--- config.mk ---
export PLATFORM = sky130hd
export DESIGN_NAME = indexed_block_file_store_core_flat
export DESIGN_NICKNAME = d
export VERILOG_FILES = /design/src/design/ibfs_pkg.sv /design/src/design/ibfs_if.sv /design/src/design/indexed_block_file_store_core.sv /design/src/design/ibfs_ram.sv /design/src/flat_wrapper.sv
export SDC_FILE = /design/constraint.sdc
export NUM_CORES = 2
export LEC_CHECK = 0
export BUFFER_PORTS_ARGS = -buffer_cell sky130_fd_sc_hd__buf_2
export CAP_MARGIN = 20
export CORE_MARGIN = 5
export CORE_UTILIZATION = 47
export CTS_BUF_LIST = sky130_fd_sc_hd__clkbuf_8
export DETAILED_ROUTE_END_ITERATION = 12
export GPL_ROUTABILITY_DRIVEN = 0
export GPL_TIMING_DRIVEN = 0
export PLACE_DENSITY_LB_ADDON = 0.1
export SYNTH_ARGS = -nofsm -noshare
export SYNTH_HDL_FRONTEND = slang
export SYNTH_SLANG_ARGS = --single-unit
--- constraint.sdc ---
create_clock -name clk -period 7.25 [get_ports clk]
set_input_delay 0 -clock clk [delete_from_list [all_inputs] [get_ports clk]]
set_output_delay 0 -clock clk [all_outputs]
set_load 0.005 [all_outputs]
--- src/design/ibfs_pkg.sv ---
// shared types and codes of the indexed block file store
package ibfs_pkg;

	localparam int DISK_BYTES = 256;
	localparam int MAX_FILES  = 16;
	localparam int BM_BITS    = 16;
	localparam int BM_WORDS   = DISK_BYTES / 2 / BM_BITS;
	localparam int DISK_AW    = $clog2(DISK_BYTES);
	localparam int TBL_AW     = $clog2(MAX_FILES);
	localparam int BM_AW      = $clog2(BM_WORDS);

	localparam logic [7:0] NO_BLOCK = 8'hFF;

	typedef logic [4:0] bsz_t;

	localparam logic [2:0] ACT_FORMAT = 3'd0;
	localparam logic [2:0] ACT_CREATE = 3'd1;
	localparam logic [2:0] ACT_OPEN   = 3'd2;
	localparam logic [2:0] ACT_CLOSE  = 3'd3;
	localparam logic [2:0] ACT_WRITE  = 3'd4;
	localparam logic [2:0] ACT_READ   = 3'd5;
	localparam logic [2:0] ACT_DELETE = 3'd6;

	localparam logic [2:0] ST_OK      = 3'd0;
	localparam logic [2:0] ST_UNFMT   = 3'd1;
	localparam logic [2:0] ST_NOFILE  = 3'd2;
	localparam logic [2:0] ST_NOTOPEN = 3'd3;
	localparam logic [2:0] ST_ALREADY = 3'd4;
	localparam logic [2:0] ST_NOSPACE = 3'd5;
	localparam logic [2:0] ST_BADFD   = 3'd6;
	localparam logic [2:0] ST_BEYOND  = 3'd7;

	typedef struct packed {
		logic [2:0]  action;
		logic [31:0] name_key;
		logic [7:0]  file_id;
		logic [7:0]  data_byte;
		logic [7:0]  position;
		logic [8:0]  length;
	} req_t;

	typedef struct packed {
		logic [2:0]  status;
		logic [7:0]  result_fd;
		logic [7:0]  read_byte;
		logic [31:0] closed_key;
	} rsp_t;

endpackage

--- src/design/ibfs_if.sv ---
// request and result channel interfaces
interface ibfs_req_if;
	logic valid;
	logic ready;
	ibfs_pkg::req_t payload;
	modport source(output valid, output payload, input ready);
	modport sink(input valid, input payload, output ready);
endinterface

interface ibfs_rsp_if;
	logic valid;
	logic ready;
	ibfs_pkg::rsp_t payload;
	modport source(output valid, output payload, input ready);
	modport sink(input valid, input payload, output ready);
endinterface

--- src/design/indexed_block_file_store_core.sv ---
// A byte store of 256 bytes with indexed file allocation. One request gives one result.
// Requests are handled one at a time; each memory step sets a read address, waits for the
// registered data and writes back. Format runs a clearing sweep of the disk memory and the
// bitmap, then a divide; open, close, write and read scan the file table entry by entry,
// plus a divide and two disk reads for a read; create scans the whole table and then the
// block bitmap one 16-block word at a time; delete frees the index block, zeroes and frees
// each data block, clears the index entries and moves the later table entries down. A
// finished result waits in the output register while the next request is taken.
module indexed_block_file_store_core (
	input  logic           clk,
	input  logic           arst_n,
	input  logic           cfg_we,
	input  ibfs_pkg::bsz_t cfg_wdata,
	ibfs_req_if.sink       req,
	ibfs_rsp_if.source     rsp
);
	import ibfs_pkg::*;

	typedef struct packed {
		logic [31:0] key;
		logic [7:0]  fd;
		logic        is_open;
		logic [8:0]  size;
		logic [6:0]  iblk;
		logic [7:0]  dblk;
		logic [4:0]  offs;
	} entry_t;

	typedef enum logic [5:0] {
		S_IDLE, S_DEC, S_FCLR, S_FDIV_DONE,
		S_SCAN, S_SCAN_WT, S_SCAN_CMP, S_SCAN_END,
		S_CR_DONE, S_WR_TAKEN, S_WR_IDX, S_WR_DATA,
		S_RD_IDX, S_RD_WT1, S_RD_BLK, S_RD_WT2, S_RD_BYTE,
		S_DEL_N, S_DEL_LOOP, S_DEL_WT, S_DEL_BLK, S_DEL_ZERO, S_DEL_NEXT,
		S_DEL_IDXZ, S_DEL_SH, S_DEL_SH_WT, S_DEL_SH_WR, S_DEL_END,
		S_TK, S_TK_RD, S_TK_WT, S_TK_CHK,
		S_FR, S_FR_WT, S_FR_CHK,
		S_DIV, S_FIN
	} state_t;

	function automatic logic [DISK_AW-1:0] daddr(input logic [4:0] b, input logic [7:0] blk,
			input logic [8:0] off);
		logic [13:0] p;
		p = 14'(b) * 14'(blk) + 14'(off);
		return p[DISK_AW-1:0];
	endfunction

	state_t state_q, ret_q;

	logic [2:0]  act_q;
	logic [31:0] key_q;
	logic [7:0]  fid_q, dat_q, pos_q;
	logic [8:0]  len_q;

	bsz_t        cfg_bs_q, bs_q;
	logic [7:0]  total_q, free_q;
	logic [8:0]  cap_q;
	logic        fmt_q;
	logic [4:0]  count_q;

	logic [4:0]  idx_q;
	logic        found_q, any_q;
	logic [7:0]  maxfd_q;
	logic [3:0]  e_q;
	entry_t      ent_q;

	logic [8:0]  dvd_q, quo_q;
	logic [3:0]  rem_q, dcnt_q;

	logic [3:0]  wrd_q;
	logic        tk_ok_q;
	logic [6:0]  tblk_q;
	logic [7:0]  fblk_q;

	logic [4:0]  nblk_q, i_q, j_q;
	logic [7:0]  blk_q, clr_q;

	logic [2:0]  st_q;
	logic [7:0]  rfd_q, rbyte_q;
	logic [31:0] ckey_q;

	logic        out_valid_q;
	rsp_t        out_q;

	logic               dk_we_q;
	logic [DISK_AW-1:0] dk_wa_q, dk_ra_q;
	logic [7:0]         dk_wd_q, dk_rd;
	logic               tb_we_q;
	logic [TBL_AW-1:0]  tb_wa_q, tb_ra_q;
	entry_t             tb_wd_q, tb_rd;
	logic               bm_we_q;
	logic [BM_AW-1:0]   bm_wa_q, bm_ra_q;
	logic [BM_BITS-1:0] bm_wd_q, bm_rd;

	ibfs_ram #(.WIDTH(8), .DEPTH(DISK_BYTES)) u_disk (
		.clk(clk), .we(dk_we_q), .waddr(dk_wa_q), .wdata(dk_wd_q), .raddr(dk_ra_q), .rdata(dk_rd)
	);
	ibfs_ram #(.WIDTH($bits(entry_t)), .DEPTH(MAX_FILES)) u_table (
		.clk(clk), .we(tb_we_q), .waddr(tb_wa_q), .wdata(tb_wd_q), .raddr(tb_ra_q), .rdata(tb_rd)
	);
	ibfs_ram #(.WIDTH(BM_BITS), .DEPTH(BM_WORDS)) u_bitmap (
		.clk(clk), .we(bm_we_q), .waddr(bm_wa_q), .wdata(bm_wd_q), .raddr(bm_ra_q), .rdata(bm_rd)
	);

	logic               accept;
	logic [BM_BITS-1:0] elig, avail;
	logic [3:0]         first_k;
	logic [4:0]         div_t;
	logic               div_ge;
	logic [7:0]         new_fd;
	bsz_t               sat_bs;
	logic [9:0]         sq;

	assign accept    = req.valid && req.ready;
	assign req.ready = (state_q == S_IDLE);
	assign rsp.valid = out_valid_q;
	assign rsp.payload = out_q;

	assign div_t  = {rem_q, dvd_q[8]};
	assign div_ge = (div_t >= bs_q);
	assign new_fd = any_q ? maxfd_q + 8'd1 : 8'd0;
	assign sat_bs = (cfg_bs_q < 5'd2) ? 5'd2 : ((cfg_bs_q > 5'd16) ? 5'd16 : cfg_bs_q);
	assign sq     = 10'(sat_bs) * 10'(sat_bs);

	// blocks of the scanned bitmap word that lie below the block total
	always_comb begin
		for (int k = 0; k < BM_BITS; k++) begin
			elig[k] = ({1'b0, wrd_q[BM_AW-1:0], 4'(k)} < total_q);
		end
		avail   = ~bm_rd & elig;
		first_k = '0;
		for (int k = BM_BITS - 1; k >= 0; k--) begin
			if (avail[k]) first_k = 4'(k);
		end
	end

	always_ff @(posedge clk or negedge arst_n) begin
		if (!arst_n) begin
			state_q <= S_IDLE;
			ret_q   <= S_IDLE;
			act_q <= '0; key_q <= '0; fid_q <= '0; dat_q <= '0; pos_q <= '0; len_q <= '0;
			cfg_bs_q <= 5'd4; bs_q <= 5'd4; total_q <= 8'd64; cap_q <= 9'd16;
			free_q <= '0; fmt_q <= 1'b0; count_q <= '0;
			idx_q <= '0; found_q <= 1'b0; any_q <= 1'b0; maxfd_q <= '0; e_q <= '0; ent_q <= '0;
			dvd_q <= '0; quo_q <= '0; rem_q <= '0; dcnt_q <= '0;
			wrd_q <= '0; tk_ok_q <= 1'b0; tblk_q <= '0; fblk_q <= '0;
			nblk_q <= '0; i_q <= '0; j_q <= '0; blk_q <= '0; clr_q <= '0;
			st_q <= '0; rfd_q <= '0; rbyte_q <= '0; ckey_q <= '0;
			out_valid_q <= 1'b0; out_q <= '0;
			dk_we_q <= 1'b0; dk_wa_q <= '0; dk_wd_q <= '0; dk_ra_q <= '0;
			tb_we_q <= 1'b0; tb_wa_q <= '0; tb_wd_q <= '0; tb_ra_q <= '0;
			bm_we_q <= 1'b0; bm_wa_q <= '0; bm_wd_q <= '0; bm_ra_q <= '0;
		end else begin
			dk_we_q <= 1'b0;
			tb_we_q <= 1'b0;
			bm_we_q <= 1'b0;
			if (cfg_we) begin
				cfg_bs_q <= cfg_wdata;
			end
			if (out_valid_q && rsp.ready) begin
				out_valid_q <= 1'b0;
			end

			unique case (state_q)
				S_IDLE: begin
					if (accept) begin
						act_q <= req.payload.action;
						key_q <= req.payload.name_key;
						fid_q <= req.payload.file_id;
						dat_q <= req.payload.data_byte;
						pos_q <= req.payload.position;
						len_q <= req.payload.length;
						st_q <= ST_OK; rfd_q <= '0; rbyte_q <= '0; ckey_q <= '0;
						idx_q <= '0; found_q <= 1'b0; any_q <= 1'b0; maxfd_q <= '0;
						state_q <= S_DEC;
					end
				end

				S_DEC: begin
					unique case (act_q)
						ACT_FORMAT: begin
							bs_q    <= sat_bs;
							cap_q   <= sq[8:0];
							clr_q   <= '0;
							state_q <= S_FCLR;
						end
						ACT_CREATE, ACT_WRITE: begin
							if (!fmt_q) begin
								st_q    <= ST_UNFMT;
								state_q <= S_FIN;
							end else begin
								state_q <= S_SCAN;
							end
						end
						ACT_OPEN, ACT_CLOSE, ACT_READ, ACT_DELETE: state_q <= S_SCAN;
						default: state_q <= S_FIN;
					endcase
				end

				// zero the disk and the bitmap, then work out the block total
				S_FCLR: begin
					dk_we_q <= 1'b1;
					dk_wa_q <= clr_q[DISK_AW-1:0];
					dk_wd_q <= '0;
					if (clr_q < 8'(BM_WORDS)) begin
						bm_we_q <= 1'b1;
						bm_wa_q <= clr_q[BM_AW-1:0];
						bm_wd_q <= '0;
					end
					clr_q <= clr_q + 8'd1;
					if (clr_q == 8'(DISK_BYTES - 1)) begin
						dvd_q <= 9'(DISK_BYTES); rem_q <= '0; quo_q <= '0; dcnt_q <= '0;
						ret_q <= S_FDIV_DONE;
						state_q <= S_DIV;
					end
				end

				S_FDIV_DONE: begin
					free_q  <= quo_q[7:0];
					total_q <= quo_q[7:0];
					count_q <= '0;
					fmt_q   <= 1'b1;
					state_q <= S_FIN;
				end

				S_SCAN: begin
					if (idx_q == count_q) begin
						state_q <= S_SCAN_END;
					end else begin
						tb_ra_q <= idx_q[TBL_AW-1:0];
						state_q <= S_SCAN_WT;
					end
				end

				S_SCAN_WT: state_q <= S_SCAN_CMP;

				S_SCAN_CMP: begin
					idx_q   <= idx_q + 5'd1;
					state_q <= S_SCAN;
					unique case (act_q)
						ACT_CREATE: begin
							if (!any_q || tb_rd.fd > maxfd_q) begin
								maxfd_q <= tb_rd.fd;
								any_q   <= 1'b1;
							end
						end
						ACT_OPEN: begin
							if (tb_rd.key == key_q) begin
								found_q <= 1'b1; e_q <= idx_q[TBL_AW-1:0]; ent_q <= tb_rd;
								state_q <= S_SCAN_END;
							end
						end
						ACT_DELETE: begin
							// last match wins
							if (tb_rd.key == key_q) begin
								found_q <= 1'b1; e_q <= idx_q[TBL_AW-1:0]; ent_q <= tb_rd;
							end
						end
						default: begin
							if (tb_rd.fd == fid_q) begin
								found_q <= 1'b1; e_q <= idx_q[TBL_AW-1:0]; ent_q <= tb_rd;
								state_q <= S_SCAN_END;
							end
						end
					endcase
				end

				S_SCAN_END: begin
					state_q <= S_FIN;
					unique case (act_q)
						ACT_CREATE: begin
							if (free_q <= 8'd1 || count_q >= 5'(MAX_FILES)
									|| (any_q && maxfd_q == 8'hFF)) begin
								st_q <= ST_NOSPACE;
							end else begin
								ret_q   <= S_CR_DONE;
								state_q <= S_TK;
							end
						end
						ACT_OPEN: begin
							if (!found_q) begin
								st_q <= ST_NOFILE;
							end else if (ent_q.is_open) begin
								st_q <= ST_ALREADY;
							end else begin
								tb_we_q <= 1'b1; tb_wa_q <= e_q;
								tb_wd_q <= ent_q; tb_wd_q.is_open <= 1'b1;
								rfd_q <= ent_q.fd;
							end
						end
						ACT_CLOSE: begin
							if (!found_q || !ent_q.is_open) begin
								st_q <= ST_BADFD;
							end else begin
								tb_we_q <= 1'b1; tb_wa_q <= e_q;
								tb_wd_q <= ent_q; tb_wd_q.is_open <= 1'b0;
								ckey_q <= ent_q.key;
							end
						end
						ACT_WRITE: begin
							if (!found_q) begin
								st_q <= ST_BADFD;
							end else if (!ent_q.is_open) begin
								st_q <= ST_NOTOPEN;
							end else if (ent_q.size >= cap_q) begin
								st_q <= ST_NOSPACE;
							end else if (ent_q.dblk == NO_BLOCK || ent_q.offs >= bs_q) begin
								ret_q   <= S_WR_TAKEN;
								state_q <= S_TK;
							end else begin
								state_q <= S_WR_DATA;
							end
						end
						ACT_READ: begin
							if (!found_q) begin
								st_q <= ST_BADFD;
							end else if (!ent_q.is_open) begin
								st_q <= ST_NOTOPEN;
							end else if ({1'b0, pos_q} >= len_q || {1'b0, pos_q} >= ent_q.size) begin
								st_q <= ST_BEYOND;
							end else begin
								dvd_q <= {1'b0, pos_q}; rem_q <= '0; quo_q <= '0; dcnt_q <= '0;
								ret_q <= S_RD_IDX;
								state_q <= S_DIV;
							end
						end
						ACT_DELETE: begin
							if (!found_q) begin
								st_q <= ST_NOFILE;
							end else if (!ent_q.is_open) begin
								st_q <= ST_NOTOPEN;
							end else begin
								dvd_q <= ent_q.size + 9'(bs_q) - 9'd1;
								rem_q <= '0; quo_q <= '0; dcnt_q <= '0;
								ret_q <= S_DEL_N;
								state_q <= S_DIV;
							end
						end
						default: state_q <= S_FIN;
					endcase
				end

				S_CR_DONE: begin
					if (!tk_ok_q) begin
						st_q <= ST_NOSPACE;
					end else begin
						tb_we_q <= 1'b1;
						tb_wa_q <= count_q[TBL_AW-1:0];
						tb_wd_q <= '{key: key_q, fd: new_fd, is_open: 1'b1, size: '0,
							iblk: tblk_q, dblk: NO_BLOCK, offs: '0};
						count_q <= count_q + 5'd1;
						rfd_q   <= new_fd;
					end
					state_q <= S_FIN;
				end

				S_WR_TAKEN: begin
					if (!tk_ok_q) begin
						st_q    <= ST_NOSPACE;
						state_q <= S_FIN;
					end else begin
						ent_q.offs <= '0;
						ent_q.dblk <= {1'b0, tblk_q};
						dvd_q <= ent_q.size; rem_q <= '0; quo_q <= '0; dcnt_q <= '0;
						ret_q <= S_WR_IDX;
						state_q <= S_DIV;
					end
				end

				// record the new data block in the index block
				S_WR_IDX: begin
					dk_we_q <= 1'b1;
					dk_wa_q <= daddr(bs_q, {1'b0, ent_q.iblk}, quo_q);
					dk_wd_q <= {1'b0, tblk_q};
					state_q <= S_WR_DATA;
				end

				S_WR_DATA: begin
					dk_we_q <= 1'b1;
					dk_wa_q <= daddr(bs_q, ent_q.dblk, {4'b0, ent_q.offs});
					dk_wd_q <= dat_q;
					tb_we_q <= 1'b1;
					tb_wa_q <= e_q;
					tb_wd_q <= ent_q;
					tb_wd_q.offs <= ent_q.offs + 5'd1;
					tb_wd_q.size <= ent_q.size + 9'd1;
					state_q <= S_FIN;
				end

				S_RD_IDX: begin
					dk_ra_q <= daddr(bs_q, {1'b0, ent_q.iblk}, quo_q);
					state_q <= S_RD_WT1;
				end
				S_RD_WT1: state_q <= S_RD_BLK;
				S_RD_BLK: begin
					dk_ra_q <= daddr(bs_q, dk_rd, {5'b0, rem_q});
					state_q <= S_RD_WT2;
				end
				S_RD_WT2: state_q <= S_RD_BYTE;
				S_RD_BYTE: begin
					rbyte_q <= dk_rd;
					state_q <= S_FIN;
				end

				S_DEL_N: begin
					nblk_q  <= quo_q[4:0];
					fblk_q  <= {1'b0, ent_q.iblk};
					i_q     <= '0;
					ret_q   <= S_DEL_LOOP;
					state_q <= S_FR;
				end

				S_DEL_LOOP: begin
					if (i_q == nblk_q) begin
						i_q     <= '0;
						state_q <= S_DEL_IDXZ;
					end else begin
						dk_ra_q <= daddr(bs_q, {1'b0, ent_q.iblk}, {4'b0, i_q});
						state_q <= S_DEL_WT;
					end
				end
				S_DEL_WT: state_q <= S_DEL_BLK;
				S_DEL_BLK: begin
					blk_q   <= dk_rd;
					j_q     <= '0;
					state_q <= S_DEL_ZERO;
				end

				S_DEL_ZERO: begin
					dk_we_q <= 1'b1;
					dk_wa_q <= daddr(bs_q, blk_q, {4'b0, j_q});
					dk_wd_q <= '0;
					j_q     <= j_q + 5'd1;
					if (j_q == bs_q - 5'd1) begin
						fblk_q  <= blk_q;
						ret_q   <= S_DEL_NEXT;
						state_q <= S_FR;
					end
				end

				S_DEL_NEXT: begin
					i_q     <= i_q + 5'd1;
					state_q <= S_DEL_LOOP;
				end

				S_DEL_IDXZ: begin
					if (i_q == nblk_q) begin
						idx_q   <= {1'b0, e_q};
						state_q <= S_DEL_SH;
					end else begin
						dk_we_q <= 1'b1;
						dk_wa_q <= daddr(bs_q, {1'b0, ent_q.iblk}, {4'b0, i_q});
						dk_wd_q <= '0;
						i_q     <= i_q + 5'd1;
					end
				end

				// close the gap in the file table
				S_DEL_SH: begin
					if (idx_q + 5'd1 >= count_q) begin
						state_q <= S_DEL_END;
					end else begin
						tb_ra_q <= TBL_AW'(idx_q + 5'd1);
						state_q <= S_DEL_SH_WT;
					end
				end
				S_DEL_SH_WT: state_q <= S_DEL_SH_WR;
				S_DEL_SH_WR: begin
					tb_we_q <= 1'b1;
					tb_wa_q <= idx_q[TBL_AW-1:0];
					tb_wd_q <= tb_rd;
					idx_q   <= idx_q + 5'd1;
					state_q <= S_DEL_SH;
				end

				S_DEL_END: begin
					count_q <= count_q - 5'd1;
					rfd_q   <= ent_q.fd;
					state_q <= S_FIN;
				end

				// first free block, one bitmap word at a time
				S_TK: begin
					wrd_q <= '0;
					if (free_q == 8'd0) begin
						tk_ok_q <= 1'b0;
						state_q <= ret_q;
					end else begin
						state_q <= S_TK_RD;
					end
				end
				S_TK_RD: begin
					if (wrd_q == 4'(BM_WORDS) || {wrd_q, 4'b0} >= total_q) begin
						tk_ok_q <= 1'b0;
						state_q <= ret_q;
					end else begin
						bm_ra_q <= wrd_q[BM_AW-1:0];
						state_q <= S_TK_WT;
					end
				end
				S_TK_WT: state_q <= S_TK_CHK;
				S_TK_CHK: begin
					if (avail != '0) begin
						tblk_q  <= {wrd_q[BM_AW-1:0], first_k};
						bm_we_q <= 1'b1;
						bm_wa_q <= wrd_q[BM_AW-1:0];
						bm_wd_q <= bm_rd | (BM_BITS'(1) << first_k);
						free_q  <= free_q - 8'd1;
						tk_ok_q <= 1'b1;
						state_q <= ret_q;
					end else begin
						wrd_q   <= wrd_q + 4'd1;
						state_q <= S_TK_RD;
					end
				end

				// release a block only if it is in range and marked used
				S_FR: begin
					if (fblk_q >= total_q) begin
						state_q <= ret_q;
					end else begin
						bm_ra_q <= fblk_q[6:4];
						state_q <= S_FR_WT;
					end
				end
				S_FR_WT: state_q <= S_FR_CHK;
				S_FR_CHK: begin
					if (bm_rd[fblk_q[3:0]]) begin
						bm_we_q <= 1'b1;
						bm_wa_q <= fblk_q[6:4];
						bm_wd_q <= bm_rd & ~(BM_BITS'(1) << fblk_q[3:0]);
						free_q  <= free_q + 8'd1;
					end
					state_q <= ret_q;
				end

				// restoring divide by the block size, one quotient bit a cycle
				S_DIV: begin
					rem_q  <= div_ge ? 4'(div_t - bs_q) : div_t[3:0];
					quo_q  <= {quo_q[7:0], div_ge};
					dvd_q  <= {dvd_q[7:0], 1'b0};
					dcnt_q <= dcnt_q + 4'd1;
					if (dcnt_q == 4'd8) begin
						state_q <= ret_q;
					end
				end

				S_FIN: begin
					if (!out_valid_q || rsp.ready) begin
						out_valid_q <= 1'b1;
						out_q <= '{status: st_q, result_fd: rfd_q, read_byte: rbyte_q,
							closed_key: ckey_q};
						state_q <= S_IDLE;
					end
				end

				default: state_q <= S_IDLE;
			endcase
		end
	end

	a_count_max: assert property (@(posedge clk) disable iff (!arst_n)
		count_q <= 5'(MAX_FILES))
		else $error("file count above table depth");

	a_free_le_total: assert property (@(posedge clk) disable iff (!arst_n)
		free_q <= total_q)
		else $error("free block count above block total");

	a_accept_decode: assert property (@(posedge clk) disable iff (!arst_n)
		req.valid && req.ready |=> state_q == S_DEC)
		else $error("accepted request not decoded");

endmodule

--- src/design/ibfs_ram.sv ---
// generic single write port ram with registered read
module ibfs_ram #(
	parameter int WIDTH = 8,
	parameter int DEPTH = 256
) (
	input  logic                     clk,
	input  logic                     we,
	input  logic [$clog2(DEPTH)-1:0] waddr,
	input  logic [WIDTH-1:0]         wdata,
	input  logic [$clog2(DEPTH)-1:0] raddr,
	output logic [WIDTH-1:0]         rdata
);
	logic [WIDTH-1:0] mem [DEPTH];

	always_ff @(posedge clk) begin
		if (we) begin
			mem[waddr] <= wdata;
		end
		rdata <= mem[raddr];
	end
endmodule
--- src/flat_wrapper.sv ---
// flat-port wrapper written by rule: the top's interface ports become plain ports
module indexed_block_file_store_core_flat import ibfs_pkg::*;
  (clk, arst_n, cfg_we, cfg_wdata, req_valid, req_payload, req_ready, rsp_valid, rsp_payload, rsp_ready);
  ibfs_req_if req_i ();
  ibfs_rsp_if rsp_i ();
  input  logic clk;
  input  logic arst_n;
  input  logic cfg_we;
  input  ibfs_pkg::bsz_t cfg_wdata;
  input wire logic [$bits(req_i.valid)-1:0] req_valid;
  input wire logic [$bits(req_i.payload)-1:0] req_payload;
  output wire logic [$bits(req_i.ready)-1:0] req_ready;
  output wire logic [$bits(rsp_i.valid)-1:0] rsp_valid;
  output wire logic [$bits(rsp_i.payload)-1:0] rsp_payload;
  input wire logic [$bits(rsp_i.ready)-1:0] rsp_ready;
  assign req_i.valid = req_valid;
  assign req_i.payload = req_payload;
  assign req_ready = req_i.ready;
  assign rsp_valid = rsp_i.valid;
  assign rsp_payload = rsp_i.payload;
  assign rsp_i.ready = rsp_ready;
  indexed_block_file_store_core u_core (.clk(clk), .arst_n(arst_n), .cfg_we(cfg_we), .cfg_wdata(cfg_wdata), .req(req_i), .rsp(rsp_i));
endmodule
# Word-level counts from Yosys, hierarchy flattened
# Memories as Yosys holds them, arrays and structs flattened. A register that Yosys moved wholly into a read port is not among the register bits.
# Index checks and enable logic that the tools add are counted.
# op_classes
addsub	22
n_mul	5
n_lt_le_gt_ge	31
n_eq_ne	111
shifts	2
muxes	218
bitwise_logic	6
reduce_logical	84
# op_table
cell	count
$mux 70	6
$pmux 70 s2	2
$pmux 70 s4	1
$pmux 6 s33	1
$mux 6	31
$mux 8	21
$mux 4	33
$lt 7x8->1	16
$eq 6x5->1 const B	16
$mux 32	3
$pmux 8 s4	3
$pmux 8 s2	5
$mux 3	25
$pmux 32 s2	1
$mux 9	7
$eq 6x4->1 const B	8
$mux 16	3
$pmux 16 s3	1
$pmux 4 s4	3
$pmux 6 s4	2
$pmux 8 s3	2
$mux 5	8
$pmux 4 s2	5
$pmux 8 s5	1
93 further kinds	275
# totals
ff_bits	516
ramBits	3296
in_bits	78
memories	3
# memory_table
memory	depth	word_bits	rd	rd_ports_with_merged_regs	wr	line	source
u_core.u_disk.mem	256	8	1	1	1	ibfs_ram.sv:13	logic [WIDTH-1:0] mem [DEPTH];
u_core.u_table.mem	16	70	1	1	1	ibfs_ram.sv:13	
u_core.u_bitmap.mem	8	16	1	1	1	ibfs_ram.sv:13	

# Logic depth before layout (Yosys ltp)
# depth
ltp_word	22
mapped_depth	20
mapped_depth_nobuf	18

# Modules after synthesis
# Synthesis repeated with hierarchy kept, for this count alone.
# hier_totals
cells_unflattened	9051
area_unflattened_um2	159115.1
# modules_own_cells
mod	n_inst	cells_per_inst	area_per_inst_um2
ibfs_ram (u_core.u_disk)	1	3733	79556.3
ibfs_ram (u_core.u_table)	1	1800	43324.1
indexed_block_file_store_core	1	3304	30940.9
ibfs_ram (u_core.u_bitmap)	1	214	5293.8

# Least setup slack after synthesis
# No wires, ideal clock.
# synth_path
path_kind	flip-flop to flip-flop
startpoint	reg u_core.tb_wa_q[3]
endpoint	mem u_core.u_table.mem[0][0] (netlist bit), enable pin
arrival_time_ns	5.660
slack_ns	1.006
path_stages_with_launch	3
path_buffers	0
period_less_slack_ns	6.244
cell_sequence	dfrtp_1 -> or3b_2 -> nor3_1
# synth_rtl
element	line	source
start: declaration	indexed_block_file_store_core.sv:89	logic [TBL_AW-1:0] tb_wa_q, tb_ra_q;
start signal: assignment	indexed_block_file_store_core.sv:348	tb_wa_q <= count_q[TBL_AW-1:0];
start signal: assignment	indexed_block_file_store_core.sv:383	tb_wa_q <= e_q;
start signal: assignment	indexed_block_file_store_core.sv:470	tb_wa_q <= idx_q[TBL_AW-1:0];
end: declaration	ibfs_ram.sv:13	
# No word-level cell before the write port.

# Final worst setup path
# layout_path
startpoint	reg u_core.bs_q[2]
endpoint	reg u_core.dk_wa_q[6]
# layout_between
elab_chain_len	4
# layout_lines
element	line	source
start: declaration	indexed_block_file_store_core.sv:55	bsz_t cfg_bs_q, bs_q;
start signal: assignment	indexed_block_file_store_core.sv:182	bs_q <= sat_bs;
$mul 5x7->8	indexed_block_file_store_core.sv:44	p = 14'(b) * 14'(blk) + 14'(off);
$add 8x5->8	indexed_block_file_store_core.sv:44	
$mux 8	indexed_block_file_store_core.sv:447	if (i_q == nblk_q) begin
$pmux 8 s5 *	indexed_block_file_store_core.sv:164	unique case (state_q)
end signal: assignment	indexed_block_file_store_core.sv:203	dk_wa_q <= clr_q[DISK_AW-1:0];
end signal: assignment	indexed_block_file_store_core.sv:431	dk_wa_q <= daddr(bs_q, blk_q, {4'b0, j_q});
end signal: assignment	indexed_block_file_store_core.sv:452	dk_wa_q <= daddr(bs_q, {1'b0, ent_q.iblk}, {4'b0, i_q});
end: declaration	indexed_block_file_store_core.sv:86	logic [DISK_AW-1:0] dk_wa_q, dk_ra_q;
# Mark *: on every way between the ends. The rest lies on a longest branch, timed or not. The select of a mux whose other input is x is not followed.
# A chain may end at the register's enable or synchronous reset.

==> reports/qor.csv <==
stage,metric,value,unit
run_status,status,"finished, final reports clean",
die,initial core utilization,0.471,
clocking,postcts setup bufs,0,
pwr,static leakage,0.0623,uW
synthesis,post-synth top area cell,edfxtp_1,
pwr,Pwr Total,66700,uW
sta,clk_skew,122,ps
global_route,GRT Util Overall,0.262,
routing,vias per cell,5.98,
sta,period utilisation layout,0.825,
sta,Hold Fails Final Rpt,0,
synthesis,Mapped Cells,8316,
worst_hold_path,Min-Delay Path Class,input port to flip-flop,
sta,crit path time final,5980,ps
run,max_cap viols,0,
global_route,total gr overflow,0,
global_route,first-pass GRT wire length,654,mm
synthesis,Seq cells post-synth,3903,
routing,DRC Markers,0,
placement,DPL Wire Length,317,mm
routing,drt total wl,460,mm
synthesis,Synth top area share,0.625,
clocking,CTS tree,done,
layout,Layout area overhead,15.6,%
sta,minimum hold slack,112,ps
sta,setup TNS,0,ps
clocking,CTS Root Cell,clkbuf_8,
routing,Routed WL per cell,31.6,microns
clocking,CTS-repair resized insts,0,
synthesis,Netlist cell types,87,
die,Die H,590,microns
die,row count,213,
synthesis,cell with the most instances after synthesis,edfxtp_1,
global_route,largest net degree at the start of global routing,110,
layout,FF+latch area,114000,sq um
layout,Post-Route Utilization,0.544,
sta,unrepaired setup endpoints after global routing,false,
clocking,TritonCTS buffer count,641,
sta,Slew @ Worst Pin,1270,ps
clocking,clk sink count,3903,
layout,Final nets,9811,
layout,area of the multi-input gates,42200,sq um
critical_path,reg2reg start,u_core.bs_q[2],
synthesis,Area contributors post-synth,"edfxtp_1 63%, mux4_2 15%, dfrtp_1 8.0%, mux2_2 1.5%, ha_1 1.3%",
die,Core Area,336000,sq um
die,# IOs,131,
sta,Final setup viols,0,
critical_path,slowest CP cell,clkbuf_1,
critical_path,Crit. End Element,flip-flop,
routing,router iterations before antenna repair,8,
critical_path,critical path launch point type,flip-flop,
clocking,Worst-path clk slew,60,ps
synthesis,Syn Area/Cell,19.0,sq um
routing,initial DRC count,9350,
critical_path,critical-path maximum fanout,10,
global_route,vias in the first global route,89300,
routing,DRT antenna net count,0,
clocking,Clock Path Buffers,4,
die,die area,348000,sq um
synthesis,dominant synthesized flop cell,edfxtp_1,
placement,Place WS,1310,ps
pwr,maximum vdd ir drop,0.241,mV
synthesis,Synth async-reset ratio,0.131,
die,Die W,590,microns
critical_path,"slowest stage delay, CP",660,ps
pwr,PwrDens,365,nW/um^2
layout,layout cells sized above 1,0.262,
routing,routed vias,87000,
worst_hold_path,hold_sp,req_payload[3],
critical_path,arrival time worst endpoint,7040,ps
sta,max_slew headroom,0.154,
sta,PnR worst setup slack,1270,ps
synthesis,share of the yosys chip area belonging to registers,0.719,
clocking,worst-skew pair later-pin latency,1230,ps
synthesis,synth warn,0,
critical_path,cell-by-cell listing of the critical path,clkbuf_1 > clkbuf_1 > nand2_1 > fa_1 > fa_1 > fa_1 > inv_1 > ha_1 > a21oi_1 > xnor2_1 > ha_1 > o21a_1 > nor2_1 > xnor2_1 > a221o_1 > o211ai_1 > o21ai_0,
critical_path,cell mode on critical path,fa_1,
sta,max-slew violation count,0,
synthesis,synthesized cell area,158000,sq um
synthesis,"top cells by count, synth","3,296 x edfxtp_1, 1,059 x mux4_2, 533 x nor2_1",
critical_path,Worst EP required,8310,ps
sta,Fmax,167,MHz
layout,fillers,26300,
critical_path,CP startpoint,u_core.bs_q[2],
critical_path,kind of critical path,flip-flop to flip-flop,
placement,Port Buf Inserts,130,
synthesis,"EDFF count, synth",3296,
global_route,initial antenna violation count,22,
clocking,CTS H-tree depth,6,
[routing by layer]
layer / GRT usage / share of wire / vias up
met2: 0.421 / 0.48 / 3858
met3: 0.0513 / 0.079 / 824
met5: 0 / 0.000074 / -
met1: 0.360 / 0.40 / 46400
li1: - / - / 35900
met4: 0.0921 / 0.040 / 6
[power by group]
group	switching (uW)	total, uW	internal (uW)
Sequential	2110	29900	27800
Combinational	10800	18300	7560
Clock	8950	18500	9570
[sequential cells by signal, summed over array words and instances, names as in the netlist, 9 cells and up]
signal and count:
u_core.bm_wd_q 16, u_core.ent_q 70, u_core.u_bitmap.rdata 16, u_core.u_table.rdata 70, u_core.len_q 9, u_core.rsp.payload 51, u_core.key_q 32, u_core.u_table.mem 1120
u_core.dvd_q 9, u_core.u_bitmap.mem 128, u_core.ckey_q 32, u_core.tb_wd_q 70, u_core.u_disk.mem 2048
[cells in the final DEF (no fill, tap or decap), drive strengths merged, types with 57 or more instances in the layout]
cell	count
o21ai	223
mux4	1059
nor2	533
dlygate4sd3	175
edfxtp	3296
fa	62
clkbuf	1012
a31oi	92
mux2	208
inv	413
xnor2	81
dfrtp	509
clkinv	188
dfxtp	94
ha	166
and2	82
buf	511
xor2	73
a21oi	147
nand2	464
a22oi	88
nand3	57
[through the flow]
stage | area (sq um) | instances
final | 183000 | 14600
after global placement | 165000 | 13000
after detailed placement | 168000 | 13200
after floorplan | 158000 | 8318
after global routing | 183000 | 14600
after CTS | 182000 | 14500
[timing repair]
action | in CTS | in global routing
endpoints found under the hold margin | 513 | 0
setup endpoints to repair | 0 | 0
hold buffers | 176 | 0
[critical path, delay by kind of cell (launching register included)]
family	cells	cell delay (ps)
buf+inv	3	1220
compound gates	5	1210
simple gates	2	300
fa+ha+maj	5	2200
flops	1	540
xor+xnor	2	400
[final timing paths]
| path | endpoint | slack (ps) | depth (start not counted) |
|---|---|---|---|
| min in group asynchronous | u_core.fid_q[7] | 390 | 5 |
| max | u_core.dk_wa_q[6] | 1270 | 17 |
| min | u_core.len_q[3] | 110 | 5 |
| max in group asynchronous | u_core.bm_wd_q[4] | 4940 | 8 |
| min reg2reg | u_core.ent_q[29] | 440 | 2 |
| max reg2reg | u_core.dk_wa_q[6] | 1270 | 17 |
[cell type report]
cell class / instances / share of cell area
antenna: 6 / 0.0000821
sequential: 3903 / 0.622
inverter: 165 / 0.00339
multi-input combinational: 3805 / 0.231
clock inverter: 460 / 0.0139
tap: 4515 / 0.0309
buffer: 445 / 0.0104
timing repair buffer: 544 / 0.0350
clock buffer: 709 / 0.0534
[kinds of logic (layout without fill, tap and decap cells)]
group	Yosys count	count (layout)	synth area share
AO/OA/AOI/OAI	776	776	0.0317
XOR/XNOR	154	154	0.00852
adder cells (fa/ha/maj)	228	228	0.0210
buffers and inverters	610	2323	0.0158
flip-flops	3903	3903	0.719
multiplexers	1295	1295	0.167
other	1	9	0.0000237
AND/OR/NAND/NOR	1349	1349	0.0372
No activity file was read; power rests on OpenSTA's default activity.
